<file path="src/rtl/core/trie_string_counter_unit_macros.svh">
// assertion macros for the trie string counter unit
// no dependencies; taken in by `include where assertions are written
`ifndef TRIE_STRING_COUNTER_UNIT_MACROS_SVH
`define TRIE_STRING_COUNTER_UNIT_MACROS_SVH

`ifndef NO_ASSERTIONS

// same-cycle implication, checked out of reset
`define TSCU_ASSERT_NOW(label, clk, rst, cond, cons) \
   label: assert property (@(posedge clk) disable iff (rst) (cond) |-> (cons)) \
      else $error("tscu assertion failed");

// next-cycle implication, checked out of reset
`define TSCU_ASSERT_NEXT(label, clk, rst, cond, cons) \
   label: assert property (@(posedge clk) disable iff (rst) (cond) |=> (cons)) \
      else $error("tscu assertion failed");

`else

`define TSCU_ASSERT_NOW(label, clk, rst, cond, cons)
`define TSCU_ASSERT_NEXT(label, clk, rst, cond, cons)

`endif

`endif

</file>
<file path="src/rtl/core/tscu_ram.sv">
// generic single-clock ram, one write and one read port, registered read
// no dependencies
`timescale 1ns / 1ps

module tscu_ram #(
   parameter int WIDTH = 8,
   parameter int DEPTH = 16
) (
   input  logic                     clock,
   input  logic                     wr_en,
   input  logic [$clog2(DEPTH)-1:0] wr_addr,
   input  logic [WIDTH-1:0]         wr_data,
   input  logic                     rd_en,
   input  logic [$clog2(DEPTH)-1:0] rd_addr,
   output logic [WIDTH-1:0]         rd_data
);

   logic [WIDTH-1:0] mem_ff [DEPTH];
   logic [WIDTH-1:0] rd_data_ff;

   always_ff @(posedge clock) begin
      if (wr_en) begin
         mem_ff[wr_addr] <= wr_data;
      end
      if (rd_en) begin
         rd_data_ff <= mem_ff[rd_addr];
      end
   end

   assign rd_data = rd_data_ff;

endmodule

</file>
<file path="config.mk">
export PLATFORM = sky130hd
export DESIGN_NAME = tscu_ram
export DESIGN_NICKNAME = d
export VERILOG_FILES = /design/src/rtl/core/trie_string_counter_unit_macros.svh /design/src/rtl/core/tscu_ram.sv
export SDC_FILE = /design/constraint.sdc
export NUM_CORES = 1
export LEC_CHECK = 0
export ABC_AREA = 1
export BUFFER_PORTS_ARGS = -buffer_cell sky130_fd_sc_hd__buf_2
export CAP_MARGIN = 20
export CORE_AREA = 2 2 145 147
export CTS_CLUSTER_DIAMETER = 120
export DETAILED_ROUTE_END_ITERATION = 7
export DIE_AREA = 0 0 147 149
export PLACE_DENSITY = 0.54
export SETUP_SLACK_MARGIN = 0.15
export SLEW_MARGIN = 15
export SYNTH_ARGS = -nofsm -noshare
export SYNTH_HDL_FRONTEND = slang
export SYNTH_SLANG_ARGS = --single-unit
</file>
<file path="constraint.sdc">
create_clock -name clock -period 2.8 [get_ports clock]
set_input_delay 0.28 -clock clock [delete_from_list [all_inputs] [get_ports clock]]
set_output_delay 0.28 -clock clock [all_outputs]
set_load 0.1 [all_outputs]
</file>
==> results.sh <==
export IMPL_setup_violations=0
export IMPL_power_switching_mw=1.065
export IMPL_row_count=53
export IMPL_yosys_most_used_dff="edfxtp_1"
export IMPL_drt_iter0_drc=268
export IMPL_dr_pass1_iters=5
export IMPL_hold_path_class="in2reg"
export IMPL_switching_share=0.2215
export IMPL_finalCritPeriodShare=0.5575
export IMPL_synth_cell_types=11
export IMPL_fmax_mhz=640.6
export IMPL_ioPinCount=27
export IMPL_ff2ff_path_depth=6
export IMPL_report_final_slew_viol_count=0
export IMPL_r2r_slack_ns=1.53
export IMPL_p_leak_nw=2.841
export IMPL_postCtsSetupRepairBufs=0
export IMPL_vias=3734
export IMPL_ctsHoldBuffers=0
export IMPL_rsz0062_at_grt="false"
export IMPL_synthesis_nets=570
export IMPL_cts_root_buf="clkbuf_16"
export IMPL_synth_most_common_cell="nand2_1"
export IMPL_nets=597
export IMPL_synth_edf_count=136
export IMPL_post_cts_resized=0
export IMPL_cts_path_max_buffers=2
export IMPL_core_area_sq_mm=0.02056
export IMPL_wire_per_inst_um=15.76
export IMPL_r2r_start="mem_ff[1][0]$_DFFE_PP_"
export IMPL_clock_sinks=136
export IMPL_cts_made_buffers=17
export IMPL_pwr_share_clk=0.450
export IMPL_netlist_area_sq_mm=0.005847
export IMPL_initial_core_util=0.2844
export IMPL_cts_tree="built"
export IMPL_startpoint_type="input pin"
export IMPL_asyncSetResetFlopFracSynth=0
export IMPL_cts_htree_levels=4
export IMPL_place_congestion=0.7852
export IMPL_die_w_um=147
export IMPL_clk_latency_ns=0.42
export IMPL_pwr_share_seq=0.480
export IMPL_drive_gt1_frac=0.1053
export IMPL_p_comb_frac=0.070
export IMPL_grt_max_degree=65
export IMPL_grtUsageTotal=0.1312
export IMPL_syn2layout_area_growth_pct=15.71
export IMPL_setup_tns_final_ns=0
export IMPL_vias_per_cell=4.322
export IMPL_skew_ns=0.01150
export IMPL_dieArea_sq_mm=0.02190
export IMPL_grt_pass1_wl_mm=21.03
export IMPL_irDropWorstVdd_mv=0.4552
export IMPL_clkSlewWorstSetupHoldPaths_ns=0.06
export IMPL_synth_area_leaders="edfxtp_1, nand2_1, nand3_1"
export IMPL_p_int_mw=3.743
export IMPL_numPortBuffers=26
export IMPL_maxCapViolCount=0
export IMPL_worstSetupPathType="in2reg"
export IMPL_ant_nets=0
export IMPL_timing_final_crit_period_ns=1.561
export IMPL_nFillCells=2119
export IMPL_synth_seq_cells=136
export IMPL_place_hpwl_mm=8.167
export IMPL_remaining_drc_errors=0
export IMPL_cp_required_ns=2.95
export IMPL_synth_commonest_cells="nand2_1, edfxtp_1, inv_1, nand3_1, nor2_1"
export IMPL_antenna_cells=0
export IMPL_cp_arrival_ns=1.72
export IMPL_end_kind="flip-flop"
export IMPL_antenna_found_initial=0
export IMPL_synth_largest_area_cell="edfxtp_1"
export IMPL_netlist_instances=551
export IMPL_hold_path_end="rd_data[1]$_DFFE_PP_"
export IMPL_grt_pass1_vias=3683
export IMPL_die_y_um=149
export IMPL_overflow=0
export IMPL_avgSynthCellArea_sq_um=10.61
export IMPL_status="completed"
export IMPL_rr_endpoint="rd_data[0]$_DFFE_PP_"
export IMPL_relSlewSlack=0.4286
export IMPL_drt_total_wl_mm=13.61
export IMPL_whs_path_depth=1
export IMPL_hold_viol=0
export IMPL_synth_top_cell_area_share=0.6985
export IMPL_holdCritStartpoint="rd_en"
export IMPL_worst_pin_slew_ns=0.8539
export IMPL_crit_fanout=31
export IMPL_power_density_mw_per_mm2=710.6
export IMPL_ys_seq_area_frac=0.6985
export IMPL_yosys_warnings=0
export IMPL_hold_slack_ns=0.2279
per-stage QoR:
stage | cell area (sq um) | std cells | power (mW) | util | worst slack [ns]
2_1_floorplan | 5847 | 551 | 2.579 | - | 1.569
4_1_cts | 6765 | 864 | 4.853 | 0.3291 | 1.239
3_5_place_dp | 6200 | 834 | 2.690 | 0.3016 | 0.8060
3_3_place_gp | 6200 | 834 | 2.688 | 0.3016 | 0.8132
6_report | 6765 | 864 | 4.807 | 0.3291 | 1.239
5_1_grt | 6765 | 864 | 4.969 | 0.3291 | 1.059
worst max-delay path by stage:
stage / from / endpoint / slack [ns] / depth (start not counted)
global route: rd_addr[0] / rd_data[5]$_DFFE_PP_ / 1.06 / 8
global placement: rd_addr[0] / rd_data[5]$_DFFE_PP_ / 0.81 / 8
floorplan: wr_addr[2] / mem_ff[10][0]$_DFFE_PP_ / 1.57 / 2
CTS: rd_addr[0] / rd_data[5]$_DFFE_PP_ / 1.24 / 8
detailed placement: rd_addr[0] / rd_data[5]$_DFFE_PP_ / 0.81 / 8
finish: rd_addr[0] / rd_data[5]$_DFFE_PP_ / 1.24 / 8
power groups by stage:
stage	Clock (mW)	Combinational, mW	Sequential [mW]
2_1_floorplan	0	0.161	2.42
3_3_place_gp	0	0.340	2.35
3_5_place_dp	0	0.341	2.35
4_1_cts	2.20	0.343	2.31
5_1_grt	2.29	0.372	2.31
6_report	2.16	0.338	2.31
final cells by class:
| cell class | instances | area [sq um] | area share |
|---|---|---|---|
| clock buffers | 19 | 432.9 | 0.06399 |
| clock inverters | 11 | 132.6 | 0.01960 |
| flip-flops and latches | 136 | 4084 | 0.6037 |
| multi-input cells | 289 | 1214 | 0.1794 |
| repair buffers | 32 | 175.2 | 0.02589 |
| well taps | 275 | 344.1 | 0.05086 |
| inverters | 102 | 382.9 | 0.05659 |
kinds of logic after synthesis:
family,synth area share
AND/OR/NAND/NOR,0.2076
buffers and inverters,0.09394
flip-flops,0.6985
sequential cells by signal (all words and copies together), names as in the netlist:
signal	count
mem_ff	128
rd_data	8
metal layers:
| layer | vias to the layer above | global-route usage | wire length [um] |
|---|---|---|---|
| li1 | 1829 | - | - |
| met1 | 1790 | 0.1740 | 6358 |
| met2 | 108 | 0.2134 | 6506 |
| met3 | 7 | 0.03211 | 641 |
| met4 | 0 | 0.04183 | 106 |
| met5 | - | 0 | 0 |
worst max-delay path, cell delays in order:
cell and delay (ns):
buf_2 0.11, inv_2 0.39, buf_4 0.37, nand2_1 0.12
nand3_1 0.10, nand3_1 0.08, nand3_1 0.16, nand2_1 0.09
cell usage in the layout (no fill, tap or decap), types with 3 or more instances in the layout:
cell type,instances
buf_2,26
buf_4,6
bufinv_16,3
clkbuf_16,17
clkinv_2,7
edfxtp_1,136
inv_1,100
nand2_1,173
nand3_1,97
nor2_1,17
No activity file was read; power rests on OpenSTA's default activity.
