**src/rtl/core/trie_string_counter_unit_macros.svh**
```systemverilog
// assertion macros for the trie string counter unit
// no dependencies; taken in by `include where assertions are written
`ifndef TRIE_STRING_COUNTER_UNIT_MACROS_SVH
`define TRIE_STRING_COUNTER_UNIT_MACROS_SVH

`ifndef NO_ASSERTIONS

// same-cycle implication, checked out of reset
`define TSCU_ASSERT_NOW(label, clk, rst, cond, cons) \
   label: assert property (@(posedge clk) disable iff (rst) (cond) |-> (cons)) \
      else $error("tscu assertion failed");

// next-cycle implication, checked out of reset
`define TSCU_ASSERT_NEXT(label, clk, rst, cond, cons) \
   label: assert property (@(posedge clk) disable iff (rst) (cond) |=> (cons)) \
      else $error("tscu assertion failed");

`else

`define TSCU_ASSERT_NOW(label, clk, rst, cond, cons)
`define TSCU_ASSERT_NEXT(label, clk, rst, cond, cons)

`endif

`endif

```
**src/rtl/core/tscu_pkg.sv**
```systemverilog
// shared types and constants for the trie string counter unit
// no dependencies
`timescale 1ns / 1ps

package tscu_pkg;

   localparam int NODES_DEF      = 1024;
   localparam int ALPHABET_DEF   = 26;
   localparam int COUNT_BITS_DEF = 20;

   localparam int LETTER_W    = 5;
   localparam int COUNT_OUT_W = 20;
   localparam int REQ_DATA_W  = 8;
   localparam int RSP_DATA_W  = 24;

   localparam logic OP_INSERT = 1'b0;
   localparam logic OP_QUERY  = 1'b1;

   localparam logic STATUS_OK      = 1'b0;
   localparam logic STATUS_DROPPED = 1'b1;

   typedef enum logic [1:0] {
      ST_IDLE,
      ST_LOOK,
      ST_COUNT
   } state_type;

   // read and write strobes of one memory
   typedef struct packed {
      logic rd_en;
      logic wr_en;
   } mem_cmd_type;

   // status of the clearing pass after reset
   typedef struct packed {
      logic busy;
      logic count_wr;
   } clr_stat_type;

endpackage

```
**src/rtl/core/tscu_clear.sv**
```systemverilog
// clearing sweep over the child table and the end counts after reset
// depends on tscu_pkg
`timescale 1ns / 1ps

module tscu_clear #(
   parameter int NODES    = tscu_pkg::NODES_DEF,
   parameter int ALPHABET = tscu_pkg::ALPHABET_DEF
) (
   input  logic                                  clock,
   input  logic                                  reset,
   output tscu_pkg::clr_stat_type                stat,
   output logic [$clog2(NODES*ALPHABET)-1:0]     index
);

   localparam int TOTAL  = NODES * ALPHABET;
   localparam int SLOT_W = $clog2(TOTAL);

   logic              busy_ff, busy_in;
   logic [SLOT_W-1:0] index_ff, index_in;

   always_comb begin
      busy_in  = busy_ff;
      index_in = index_ff;
      if (busy_ff) begin
         index_in = index_ff + SLOT_W'(1);
         if (index_ff == SLOT_W'(TOTAL - 1)) begin
            busy_in = 1'b0;
         end
      end
   end

   always_ff @(posedge clock) begin
      if (reset) begin
         busy_ff  <= 1'b1;
         index_ff <= '0;
      end else begin
         busy_ff  <= busy_in;
         index_ff <= index_in;
      end
   end

   assign stat.busy     = busy_ff;
   assign stat.count_wr = busy_ff && (32'(index_ff) < NODES);
   assign index         = index_ff;

endmodule

```
**config.mk**
```make
export PLATFORM = sky130hd
export DESIGN_NAME = tscu_clear
export DESIGN_NICKNAME = d
export VERILOG_FILES = /design/src/rtl/core/trie_string_counter_unit_macros.svh /design/src/rtl/core/tscu_pkg.sv /design/src/rtl/core/tscu_clear.sv
export SDC_FILE = /design/constraint.sdc
export NUM_CORES = 1
export LEC_CHECK = 0
export ABC_AREA = 1
export BUFFER_PORTS_ARGS = -buffer_cell sky130_fd_sc_hd__buf_2
export CORE_MARGIN = 1.5
export CORE_UTILIZATION = 54
export CTS_BUF_LIST = sky130_fd_sc_hd__clkbuf_8
export DETAILED_ROUTE_END_ITERATION = 8
export PLACE_DENSITY_LB_ADDON = 0.3
export SLEW_MARGIN = 30
export SYNTH_ARGS = -nofsm -noshare
export SYNTH_HDL_FRONTEND = slang
export SYNTH_SLANG_ARGS = --single-unit
```
**constraint.sdc**
```tcl
create_clock -name clock -period 1.4 [get_ports clock]
set_input_delay 0.28 -clock clock [delete_from_list [all_inputs] [get_ports clock]]
set_output_delay 0.28 -clock clock [all_outputs]
set_load 0.02 [all_outputs]
```
==> results.cfg <==
[final_layout]
multiInputGateArea_um2 = 447
fin_nets = 141
fillerInstances = 110
final_layout_size_suffix_gt1_share_pct = 29.9
diodes = 0
syn_to_final_growth_pct = 23.1
regArea_um2 = 332

[global_route]
globalRouteOverflowTotal = 0
track_usage_pct = 20.7
grt_pass1_wl_um = 2810
antenna_found_initial = 0
grt_max_degree = 14
grt_pass1_vias = 704

[clock_tree]
insertion_delay_ns = 0.25
htreeDepth = 1
cts-root-buf = clkbuf_8
numCtsBuffers = 3
cts_sinks = 16
cts_buffer_depth = 2
path_clk_slew_ns = 0.07
cts_tree = built
cts-hold-fix-buffers = 0

[synth]
ys_warn_count = 0
seq_area_frac_synth_pct = 39.4
synth_area_leaders = dfxtp_1 39%, nand2_1 11%, nor2_1 9.7%
yosys.area_share.adder_pct = 1.54
synthSimpleGateAreaFrac_pct = 39.5
syn_area_per_cell_um2 = 7.01
synth.top_cell.area_share_pct = 39.4
syn-num-nets = 119
syn_inst = 116
synth_compound_area_share_pct = 10.9
synth.distinct_cells = 18
ys_ff_latch = 16
synthDominantAreaCellType = dfxtp_1
synthXorXnorAreaFrac_pct = 1.08
synth_area_um2 = 813
synthMuxAreaShare_pct = 0
synth_top_family_by_area = simple AND/OR/NAND/NOR gates

[route]
via_per_inst = 5.39
num_vias = 819
first_iter_violations = 28
ant_nets = 0
wl_per_cell_um = 11.3
firstDrtPassIters = 5
post-route-drc-count = 0
routed_wl_um = 1720

[floorplan]
core_um2 = 1350
die-area_um2 = 1750
num_rows = 13
start_util_pct = 60.2
die_y_um = 41.8
die_x_um = 41.8
num_io_pins = 19

[timing]
max_freq_mhz = 745
setup_viol = 0
finalMaxSlewViolations = 0
finalCriticalPeriod_ns = 1.34
tightest_slew_ns = 0.363
hold_violations = 0
rsz0062_at_grt = true
skew_ns = 0.00610
finalCritPeriodShare_pct = 95.8
max_slew_margin_pct = 75.8
fin_setup_tns_ns = 0

[setup_path]
worstPathRequired_ns = 1.12
cp_max_fo = 6
end_kind = output port
criticalPathCategory = flop to output port
cp-start-kind = flop
arrival_ns = 1.06

[power]
p_leak_nw = 0.458
total_power_mw = 0.922
vdd_drop_max_uv = 663
p_per_area_nw_per_um2 = 921

[place]
gp_congestion = 0.771
io_buffers = 18
dp_hpwl_um = 1220

[hold_path]
holdCritPathClass = primary input to flop

[status]
status = complete, no violations

[flow_run]
drv_cap = 0
[per-layer routing]
layer	wire length, um	GRT usage (%)	vias up	part of all wire (%)
met5	0	0	-	0
met4	51	12.3	0	3.0
met3	82	2.61	7	4.8
met2	821	34.4	25	48
met1	762	25.3	376	44
li1	-	-	411	-
[Yosys cell counts]
library cell	number
nor3b_1	1
nand4_1	3
ha_1	1
dfxtp_1	16
inv_1	13
nand2_1	24
nor2_1	21
xor2_1	1
nand3_1	5
buf_4	1
nand2_4	1
nand2_2	3
nor2_4	5
buf_2	1
a21oi_2	1
a21oi_1	7
nor3_1	3
o21ai_0	9
[critical path: stages (launching register included)]
cell	delay (ns)
dfxtp_4	0.37
nor2_4	0.12
nand2_1	0.07
nor3_2	0.10
buf_4	0.16
[placed cells by master, fill, tap and decap left out]
| master | n |
|---|---|
| nand2_1 | 24 |
| nor2_1 | 20 |
| buf_2 | 17 |
| inv_1 | 13 |
| dfxtp_1 | 11 |
| o21ai_0 | 9 |
| a21oi_1 | 7 |
| nor2_4 | 6 |
| nand3_1 | 5 |
| clkbuf_8 | 4 |
| nand2_2 | 3 |
| nand4_1 | 3 |
| dfxtp_2 | 3 |
| nor3_1 | 2 |
| dfxtp_4 | 2 |
| buf_4 | 2 |
| nor3_2 | 1 |
| nand2_4 | 1 |
| xor2_1 | 1 |
| a21oi_2 | 1 |
| nor3b_1 | 1 |
| ha_2 | 1 |
[sequential cells by signal, summed over array words and instances (netlist names)]
register,flops
index,15
busy_ff,1
[cell families (layout without fill, tap and decap cells)]
family | count (synthesis) | after routing
and+or+nand+nor | 66 | 66
DFF | 16 | 16
xor gates and xnor gates | 1 | 1
adders and majority gates | 1 | 1
AOI/OAI and AO/OA | 17 | 17
buffers and inverters | 15 | 36
[repair_timing]
action,in CTS,in global routing
setup buffers,0,1
endpoints found under the setup margin,1,4
endpoints found under the hold margin,0,0
pin swaps,1,0
resized for setup,4,8
[power by group]
group	switching, mW	internal [mW]	leakage, nW
clock	0.158	0.250	0.0288
sequential	0.00775	0.459	0.131
combinational	0.0311	0.0166	0.298
total	0.197	0.725	0.458
[through the flow]
stage	hold WS (ns)	cell area, um^2	utilization, %	setup slack, ns	instances
2_1_floorplan	0.352	813	-	0.0306	116
3_3_place_gp	0.471	910	67.4	0.146	147
3_5_place_dp	0.478	910	67.4	0.0668	147
4_1_cts	0.230	972	72.0	0.0214	151
5_1_grt	0.243	1000	74.1	-0.0327	152
6_report	0.232	1000	74.1	0.0586	152
[area by class of cell]
type / count / share of cell area, %
timing repair buffer: 19 / 10.0
multi-input combinational: 85 / 44.6
sequential: 16 / 33.1
clock buffer: 4 / 5.50
tap: 15 / 1.88
inverter: 13 / 4.87
[final timing paths]
| path | cells past startpoint | end | slack (ns) | start |
|---|---|---|---|---|
| max | 4 | stat[0] | 0.06 | index[12]$_SDFFE_PP0P_ |
| min | 2 | index[10]$_SDFFE_PP0P_ | 0.23 | reset |
| max reg2reg | 8 | index[14]$_SDFFE_PP0P_ | 0.11 | index[1]$_SDFFE_PP0P_ |
| min reg2reg | 1 | index[0]$_SDFFE_PP0P_ | 0.48 | index[0]$_SDFFE_PP0P_ |
Power figures use the tool's default switching activity.
