===== src/rtl/core/trie_string_counter_unit_macros.svh =====
// assertion macros for the trie string counter unit
// no dependencies; taken in by `include where assertions are written
`ifndef TRIE_STRING_COUNTER_UNIT_MACROS_SVH
`define TRIE_STRING_COUNTER_UNIT_MACROS_SVH

`ifndef NO_ASSERTIONS

// same-cycle implication, checked out of reset
`define TSCU_ASSERT_NOW(label, clk, rst, cond, cons) \
   label: assert property (@(posedge clk) disable iff (rst) (cond) |-> (cons)) \
      else $error("tscu assertion failed");

// next-cycle implication, checked out of reset
`define TSCU_ASSERT_NEXT(label, clk, rst, cond, cons) \
   label: assert property (@(posedge clk) disable iff (rst) (cond) |=> (cons)) \
      else $error("tscu assertion failed");

`else

`define TSCU_ASSERT_NOW(label, clk, rst, cond, cons)
`define TSCU_ASSERT_NEXT(label, clk, rst, cond, cons)

`endif

`endif


===== src/rtl/core/tscu_pkg.sv =====
// shared types and constants for the trie string counter unit
// no dependencies
`timescale 1ns / 1ps

package tscu_pkg;

   localparam int NODES_DEF      = 1024;
   localparam int ALPHABET_DEF   = 26;
   localparam int COUNT_BITS_DEF = 20;

   localparam int LETTER_W    = 5;
   localparam int COUNT_OUT_W = 20;
   localparam int REQ_DATA_W  = 8;
   localparam int RSP_DATA_W  = 24;

   localparam logic OP_INSERT = 1'b0;
   localparam logic OP_QUERY  = 1'b1;

   localparam logic STATUS_OK      = 1'b0;
   localparam logic STATUS_DROPPED = 1'b1;

   typedef enum logic [1:0] {
      ST_IDLE,
      ST_LOOK,
      ST_COUNT
   } state_type;

   // read and write strobes of one memory
   typedef struct packed {
      logic rd_en;
      logic wr_en;
   } mem_cmd_type;

   // status of the clearing pass after reset
   typedef struct packed {
      logic busy;
      logic count_wr;
   } clr_stat_type;

endpackage


===== src/rtl/core/tscu_ctrl.sv =====
// letter sequencer: cursor walk, node allocation, count update, result register
// depends on tscu_pkg
`timescale 1ns / 1ps

module tscu_ctrl #(
   parameter int NODES      = tscu_pkg::NODES_DEF,
   parameter int ALPHABET   = tscu_pkg::ALPHABET_DEF,
   parameter int COUNT_BITS = tscu_pkg::COUNT_BITS_DEF
) (
   input  logic                                clock,
   input  logic                                reset,
   input  logic                                clear_busy,
   input  logic                                req_tvalid,
   output logic                                req_tready,
   input  logic [tscu_pkg::REQ_DATA_W-1:0]     req_tdata,
   input  logic                                req_tuser,
   input  logic                                req_tlast,
   output logic                                rsp_tvalid,
   input  logic                                rsp_tready,
   output logic [tscu_pkg::RSP_DATA_W-1:0]     rsp_tdata,
   output logic                                rsp_tuser,
   output tscu_pkg::mem_cmd_type               child_cmd,
   output logic [$clog2(NODES*ALPHABET)-1:0]   child_rd_addr,
   output logic [$clog2(NODES*ALPHABET)-1:0]   child_wr_addr,
   output logic [$clog2(NODES)-1:0]            child_wr_data,
   input  logic [$clog2(NODES)-1:0]            child_rd_data,
   output tscu_pkg::mem_cmd_type               count_cmd,
   output logic [$clog2(NODES)-1:0]            count_rd_addr,
   output logic [$clog2(NODES)-1:0]            count_wr_addr,
   output logic [COUNT_BITS-1:0]               count_wr_data,
   input  logic [COUNT_BITS-1:0]               count_rd_data
);

   localparam int NODE_W = $clog2(NODES);
   localparam int SLOT_W = $clog2(NODES * ALPHABET);
   localparam int OUT_W  = tscu_pkg::COUNT_OUT_W;

   tscu_pkg::state_type state_ff, state_in;

   logic              op_ff, op_in;
   logic              letter_ok_ff, letter_ok_in;
   logic              last_ff, last_in;
   logic [SLOT_W-1:0] slot_ff, slot_in;
   logic [NODE_W-1:0] cursor_ff, cursor_in;
   logic [NODE_W-1:0] next_free_ff, next_free_in;
   logic              miss_ff, miss_in;
   logic              drop_ff, drop_in;
   logic              rsp_valid_ff, rsp_valid_in;
   logic [OUT_W-1:0]  rsp_count_ff, rsp_count_in;
   logic              rsp_status_ff, rsp_status_in;

   logic                      accept;
   logic                      rsp_free;
   logic                      halted;
   logic [tscu_pkg::LETTER_W-1:0] letter;
   logic                      letter_ok_now;
   logic [SLOT_W-1:0]         slot_now;
   logic [COUNT_BITS-1:0]     count_next;
   logic                      alloc;

   assign letter        = req_tdata[tscu_pkg::LETTER_W-1:0];
   assign letter_ok_now = 32'(letter) < ALPHABET;
   assign slot_now      = letter_ok_now
                          ? SLOT_W'(cursor_ff) * SLOT_W'(ALPHABET) + SLOT_W'(letter)
                          : '0;
   assign accept        = req_tvalid && req_tready;
   assign rsp_free      = !rsp_valid_ff || rsp_tready;
   assign halted        = miss_ff || drop_ff;

   // next state
   always_comb begin
      state_in = state_ff;
      unique case (state_ff)
         tscu_pkg::ST_IDLE: begin
            if (accept) begin
               state_in = tscu_pkg::ST_LOOK;
            end
         end
         tscu_pkg::ST_LOOK: begin
            state_in = last_ff ? tscu_pkg::ST_COUNT : tscu_pkg::ST_IDLE;
         end
         tscu_pkg::ST_COUNT: begin
            if (rsp_free) begin
               state_in = tscu_pkg::ST_IDLE;
            end
         end
         default: begin
            state_in = tscu_pkg::ST_IDLE;
         end
      endcase
   end

   // handshake and memory strobes
   always_comb begin
      req_tready      = 1'b0;
      child_cmd.rd_en = 1'b0;
      child_cmd.wr_en = 1'b0;
      count_cmd.rd_en = 1'b0;
      count_cmd.wr_en = 1'b0;
      unique case (state_ff)
         tscu_pkg::ST_IDLE: begin
            req_tready      = !clear_busy;
            child_cmd.rd_en = accept;
         end
         tscu_pkg::ST_LOOK: begin
            child_cmd.wr_en = alloc;
            count_cmd.rd_en = last_ff;
         end
         tscu_pkg::ST_COUNT: begin
            count_cmd.wr_en = rsp_free && (op_ff == tscu_pkg::OP_INSERT) && !halted;
         end
         default: begin
            req_tready = 1'b0;
         end
      endcase
   end

   // a missing child on an insert takes the next free node unless the pool is full
   assign alloc = (state_ff == tscu_pkg::ST_LOOK) && !halted && letter_ok_ff
                  && (child_rd_data == '0) && (op_ff == tscu_pkg::OP_INSERT)
                  && (next_free_ff != NODE_W'(NODES - 1));

   assign count_next = (count_rd_data == '1) ? count_rd_data
                                             : count_rd_data + COUNT_BITS'(1);

   // datapath
   always_comb begin
      op_in         = op_ff;
      letter_ok_in  = letter_ok_ff;
      last_in       = last_ff;
      slot_in       = slot_ff;
      cursor_in     = cursor_ff;
      next_free_in  = next_free_ff;
      miss_in       = miss_ff;
      drop_in       = drop_ff;
      rsp_valid_in  = rsp_valid_ff && !rsp_tready;
      rsp_count_in  = rsp_count_ff;
      rsp_status_in = rsp_status_ff;
      unique case (state_ff)
         tscu_pkg::ST_IDLE: begin
            if (accept) begin
               op_in        = req_tuser;
               letter_ok_in = letter_ok_now;
               last_in      = req_tlast;
               slot_in      = slot_now;
            end
         end
         tscu_pkg::ST_LOOK: begin
            if (!halted) begin
               if (!letter_ok_ff) begin
                  miss_in = (op_ff == tscu_pkg::OP_QUERY);
                  drop_in = (op_ff == tscu_pkg::OP_INSERT);
               end else if (child_rd_data == '0) begin
                  if (op_ff == tscu_pkg::OP_QUERY) begin
                     miss_in = 1'b1;
                  end else if (alloc) begin
                     next_free_in = next_free_ff + NODE_W'(1);
                     cursor_in    = next_free_ff + NODE_W'(1);
                  end else begin
                     drop_in = 1'b1;
                  end
               end else begin
                  cursor_in = child_rd_data;
               end
            end
         end
         tscu_pkg::ST_COUNT: begin
            if (rsp_free) begin
               rsp_valid_in  = 1'b1;
               rsp_status_in = tscu_pkg::STATUS_OK;
               if (halted) begin
                  rsp_count_in = '0;
                  if (op_ff == tscu_pkg::OP_INSERT && drop_ff) begin
                     rsp_status_in = tscu_pkg::STATUS_DROPPED;
                  end
               end else if (op_ff == tscu_pkg::OP_QUERY) begin
                  rsp_count_in = OUT_W'(count_rd_data);
               end else begin
                  rsp_count_in = OUT_W'(count_next);
               end
               cursor_in = '0;
               miss_in   = 1'b0;
               drop_in   = 1'b0;
            end
         end
         default: begin
            rsp_valid_in = 1'b0;
         end
      endcase
   end

   always_ff @(posedge clock) begin
      if (reset) begin
         state_ff     <= tscu_pkg::ST_IDLE;
         cursor_ff    <= '0;
         next_free_ff <= '0;
         miss_ff      <= 1'b0;
         drop_ff      <= 1'b0;
         rsp_valid_ff <= 1'b0;
      end else begin
         state_ff     <= state_in;
         cursor_ff    <= cursor_in;
         next_free_ff <= next_free_in;
         miss_ff      <= miss_in;
         drop_ff      <= drop_in;
         rsp_valid_ff <= rsp_valid_in;
      end
   end

   always_ff @(posedge clock) begin
      op_ff         <= op_in;
      letter_ok_ff  <= letter_ok_in;
      last_ff       <= last_in;
      slot_ff       <= slot_in;
      rsp_count_ff  <= rsp_count_in;
      rsp_status_ff <= rsp_status_in;
   end

   assign child_rd_addr = slot_now;
   assign child_wr_addr = slot_ff;
   assign child_wr_data = next_free_ff + NODE_W'(1);
   assign count_rd_addr = cursor_in;
   assign count_wr_addr = cursor_ff;
   assign count_wr_data = count_next;

   assign rsp_tvalid = rsp_valid_ff;
   assign rsp_tdata  = {{(tscu_pkg::RSP_DATA_W - OUT_W){1'b0}}, rsp_count_ff};
   assign rsp_tuser  = rsp_status_ff;

endmodule


===== config.mk =====
export PLATFORM = sky130hd
export DESIGN_NAME = tscu_ctrl
export DESIGN_NICKNAME = d
export VERILOG_FILES = /design/src/rtl/core/trie_string_counter_unit_macros.svh /design/src/rtl/core/tscu_pkg.sv /design/src/rtl/core/tscu_ctrl.sv
export SDC_FILE = /design/constraint.sdc
export NUM_CORES = 1
export LEC_CHECK = 0
export BUFFER_PORTS_ARGS = -buffer_cell sky130_fd_sc_hd__buf_4
export CAP_MARGIN = 20
export CELL_PAD_IN_SITES_DETAIL_PLACEMENT = 1
export CELL_PAD_IN_SITES_GLOBAL_PLACEMENT = 1
export CORE_MARGIN = 5
export CORE_UTILIZATION = 41
export CTS_BUF_LIST = sky130_fd_sc_hd__clkbuf_8 sky130_fd_sc_hd__clkbuf_16
export DETAILED_ROUTE_END_ITERATION = 10
export PLACE_DENSITY = 0.85
export SETUP_SLACK_MARGIN = 0.5
export SLEW_MARGIN = 5
export SYNTH_ARGS = -nofsm -noshare
export SYNTH_HDL_FRONTEND = slang
export SYNTH_SLANG_ARGS = --single-unit

===== constraint.sdc =====
create_clock -name clock -period 7.51 [get_ports clock]
set_input_delay 1.8775 -clock clock [delete_from_list [all_inputs] [get_ports clock]]
set_output_delay 1.8775 -clock clock [all_outputs]
set_load 0.01 [all_outputs]

==> impl_summary.txt <==
----------------------------------------------------
[Yosys]
  Synthesized area per cell ... 8.60 um^2
  Combinational family with the most area after synthesis ... simple AND/OR/NAND/NOR gates
  Fraction of synthesized cell area in xor and xnor cells ... 10.1%
  Synthesized-area fraction occupied by and/or/nand/nor cells ... a little under a quarter
  Share of synthesized cell area in full adder, half adder and majority cells ... 11.7%
  Synth Register Bits ... 64
  Multiplexer fraction of the synthesized cell area ... under 10%
  Total number of yosys warnings ... 0
  Post-synthesis compound-gate area fraction ... approximately an eighth
  Number of enable-type register cells in the synthesized netlist ... 39
  Summed instance area of the synthesized netlist ... 0.00488 mm^2
  Fraction of the yosys area taken by sequential cells ... 34.3%
  Synthesized netlist cell count ... ~570
  Number of unique standard cell types used by synthesis ... between 50 and 60
  Post-synth top flop ... sky130_fd_sc_hd__edfxtp_1
  Share of synthesized registers carrying an async set or reset ... 0%

[Place]
  # placed instances ... ~840
  Final GP Congestion ... between 0.8 and 0.9
  Count of buffers from port buffering ... between 100 and 150
  Detailed placement HPWL ... approximately 12000 um

[Timing]
  Max-slew violation count ... 0
  Transition time of the tightest slew-check pin ... 0.778 ns
  Total negative setup slack ... 0 ns
  Period minus WS final ... approximately 6 ns
  Tightest slew margin relative to the limit ... just under 50%
  F_max ... between 150 and 200 MHz
  Skew final ... ~0.0052 ns
  Final setup violation count ... 0
  Final Hold Violating Endpoints ... 0
  Share of the clock period used by the worst path ... about four fifths
  Setup repair after global routing missed its margin ... false

[Worst hold path]
  Worst Hold Class ... reg2reg

[GRT]
  Total track usage ... between 20% and 30%
  Antenna violations before repair ... 0
  Overall overflow remaining after global route ... 0
  Largest net degree at the start of global routing ... 30
  Wire length of the first global-routing pass ... approximately 25000 um
  Vias in the first global route ... 5025

[Clock tree]
  Insertion delay to the later sink of the worst-skew pair ... around 0.33 ns
  Post-cts hold buffer count ... 0
  TritonCTS sink count ... 64
  CTS tree ... yes
  Number of CTS-inserted buffers ... 9
  Number of buffers on the longest clock path ... 2
  Root buffer cell ... sky130_fd_sc_hd__clkbuf_16
  Post-CTS setup buffer count ... 0
  Post-CTS Resized ... 0
  H-tree depth reported by CTS ... 3
  Clock transition at path regs ... roughly 0.06 ns

[Worst setup path]
  Endpoint class of the critical path ... output port
  Worst endpoint required time ... around 5.6 ns
  Category of the critical setup timing path ... reg2out
  CP arrival ... 4.17 ns
  Biggest fanout along the worst timing path ... 7
  R2r setup slk ... 3.66 ns
  Startpoint Class ... register

[Floorplanning]
  Floorplan Core Area ... between 0.01 and 0.015 mm^2
  Area of the die ... 0.0142 mm^2
  Die Span X ... between 100 and 150 um
  Std-Cell Rows ... 39
  Ports placed on the boundary ... roughly 160
  Die span in y ... 119 um
  Initial Utilization ... a little over two fifths

[Power]
  Portion of total power attributed to combinational logic ... 16.0%
  Cell internal power dissipation ... between 700 and 800 uW
  Switching component of the power ... about 250 uW
  Leak ... 2.95 nW
  Power density over the cells ... around 150 mW/mm^2
  Worst IR drop on VDD ... a little over 0.09 mV
  Sequential group share of total power ... around two fifths
  Power share of the clock group ... roughly 43%
  Net Sw Frac ... 26.2%

[Finish]
  Most frequent cells in the layout ... 151 x sky130_fd_sc_hd__buf_4, 84 x sky130_fd_sc_hd__nor2_1, 48 x sky130_fd_sc_hd__nand2_1
  Number of fill cells ... 1380
  Core Util, Final ... between 50% and 60%
  Final Net Count ... a little under 800
  Count of non-filler cells in the finished layout ... roughly 860
  Layout cell share with drive strength beyond 1 ... around a quarter
  Number of antenna cells inserted ... 0
  Area growth syn-to-layout ... 30.9%
  Most common cell after layout, fill and taps aside ... sky130_fd_sc_hd__buf_4

[Detailed routing]
  First-pass iteration count of the detailed router ... 4
  Average routed wire per standard cell ... 17.8 um
  Post-detailed-route via-to-cell ratio ... ~5.4
  Remaining routing DRC violations ... 0
  Overall routed net length ... between 15000 and 20000 um
  Remaining antenna violation count ... 0
  Number of design-rule violations left by the first detailed-router iteration ... between 200 and 300
  Detailed-route via count ... ~4700

[Job]
  Count of maximum capacitance violations ... 0

[Status]
  Result of the run ... finished clean

----------------------------------------------------
area by class of cell:
class / count / area (um^2) / area share, %
Inverter: 41 / 154 / 2.41
Multi-Input combinational cell: 442 / 2950 / 46.3
Clock buffer: 11 / 264 / 4.14
Clock inverter: 5 / 27.5 / 0.431
Timing Repair Buffer: 151 / 1130 / 17.8
Sequential cell: 64 / 1670 / 26.2
Tap cell: 143 / 179 / 2.80
sequential cells by signal, indices dropped and copies added (netlist names):
name and count:
letter_ok_ff 1, rsp_tuser 1, op_ff 1, drop_ff 1, state_ff 2, next_free_ff 10, child_wr_addr 15, miss_ff 1
count_wr_addr 10, rsp_count_ff 20, last_ff 1, rsp_tvalid 1
power groups by stage:
stage               Sequential, mW  Clock [mW]  Combinational, mW
finish                       0.388       0.410              0.152
global route                 0.389       0.437              0.166
CTS                          0.388       0.419              0.153
detailed placement           0.396           0              0.152
global placement             0.395           0              0.146
floorplan                    0.398           0             0.0754
layer usage:
metal | track usage (%) | share of wire (%) | vias to the layer above
li1 | - | - | 2241
met1 | 25.3 | 42 | 2249
met2 | 38.2 | 50 | 151
met3 | 5.97 | 7.0 | 15
met4 | 5.21 | 1.1 | 0
met5 | 0 | 0 | -
per-stage QoR:
| stage | area, um^2 | hold slack, ns | total power, mW | setup slack (ns) |
|---|---|---|---|---|
| final | 6380 | 0.476 | 0.950 | 1.47 |
| after global routing | 6380 | 0.522 | 0.992 | 1.20 |
| after CTS | 6380 | 0.479 | 0.960 | 1.43 |
| after global placement | 6090 | 0.451 | 0.540 | 1.72 |
| after floorplan | 4890 | 0.440 | 0.473 | 2.13 |
| after detailed placement | 6090 | 0.471 | 0.547 | 1.66 |
cell usage after synthesis, types with 3 or more instances:
library cell | count | share of area [%]
sky130_fd_sc_hd__a22oi_1 | 5 | 0.77
sky130_fd_sc_hd__nand2_1 | 48 | 3.7
sky130_fd_sc_hd__o21ai_0 | 22 | 2.3
sky130_fd_sc_hd__xnor2_1 | 34 | 6.1
sky130_fd_sc_hd__nand2b_1 | 8 | 1.0
sky130_fd_sc_hd__nor2_1 | 84 | 6.5
sky130_fd_sc_hd__a31oi_1 | 5 | 0.64
sky130_fd_sc_hd__clkbuf_1 | 15 | 1.2
sky130_fd_sc_hd__ha_1 | 33 | 8.5
sky130_fd_sc_hd__and2_1 | 6 | 0.77
sky130_fd_sc_hd__fa_1 | 8 | 3.3
sky130_fd_sc_hd__o211ai_1 | 4 | 0.62
sky130_fd_sc_hd__nand3_1 | 15 | 1.5
sky130_fd_sc_hd__a21o_1 | 11 | 1.7
sky130_fd_sc_hd__nand4_1 | 12 | 1.5
sky130_fd_sc_hd__nor4_1 | 3 | 0.38
sky130_fd_sc_hd__edfxtp_1 | 39 | 24
sky130_fd_sc_hd__a21oi_1 | 28 | 2.9
sky130_fd_sc_hd__o31ai_1 | 3 | 0.46
sky130_fd_sc_hd__dfxtp_1 | 25 | 10
sky130_fd_sc_hd__nor3_1 | 15 | 1.5
sky130_fd_sc_hd__o211a_1 | 4 | 0.82
sky130_fd_sc_hd__and4_1 | 3 | 0.54
sky130_fd_sc_hd__or3_1 | 9 | 1.2
sky130_fd_sc_hd__inv_1 | 40 | 3.1
sky130_fd_sc_hd__mux2i_1 | 5 | 1.0
sky130_fd_sc_hd__buf_4 | 4 | 0.62
sky130_fd_sc_hd__nor2b_1 | 16 | 2.1
sky130_fd_sc_hd__xor2_1 | 22 | 4.0
sky130_fd_sc_hd__and3_1 | 6 | 0.77
worst max-delay path, cell delays in order, from the launching register on:
cell                       delay (ns)
sky130_fd_sc_hd__dfxtp_1         0.54
sky130_fd_sc_hd__ha_1            0.32
sky130_fd_sc_hd__fa_1            0.55
sky130_fd_sc_hd__inv_1           0.08
sky130_fd_sc_hd__fa_1            0.47
sky130_fd_sc_hd__nor2b_1         0.19
sky130_fd_sc_hd__o31a_1          0.26
sky130_fd_sc_hd__or3_1           0.21
sky130_fd_sc_hd__nand3b_4        0.10
sky130_fd_sc_hd__or4b_4          0.54
sky130_fd_sc_hd__nor3_2          0.14
sky130_fd_sc_hd__mux2i_1         0.28
sky130_fd_sc_hd__buf_4           0.17
cells by family after synthesis:
family                     after synthesis
adders and majority gates               41
DFF                                     64
and+or+nand+nor                        236
other                                    1
xor gates and xnor gates                56
buffers and inverters                   64
muxes                                    7
AOI/OAI and AO/OA                       98
path summary, 6_finish.rpt:
path                    startpoint                end  cells past startpoint
setup reg to reg  count_wr_addr[1]  child_wr_addr[14]                     11
setup / recovery  count_wr_addr[1]  child_rd_addr[14]                     12
hold / removal             miss_ff            miss_ff                      2
hold reg to reg            miss_ff            miss_ff                      2
Note: power is estimated with default switching activity, not from simulation.
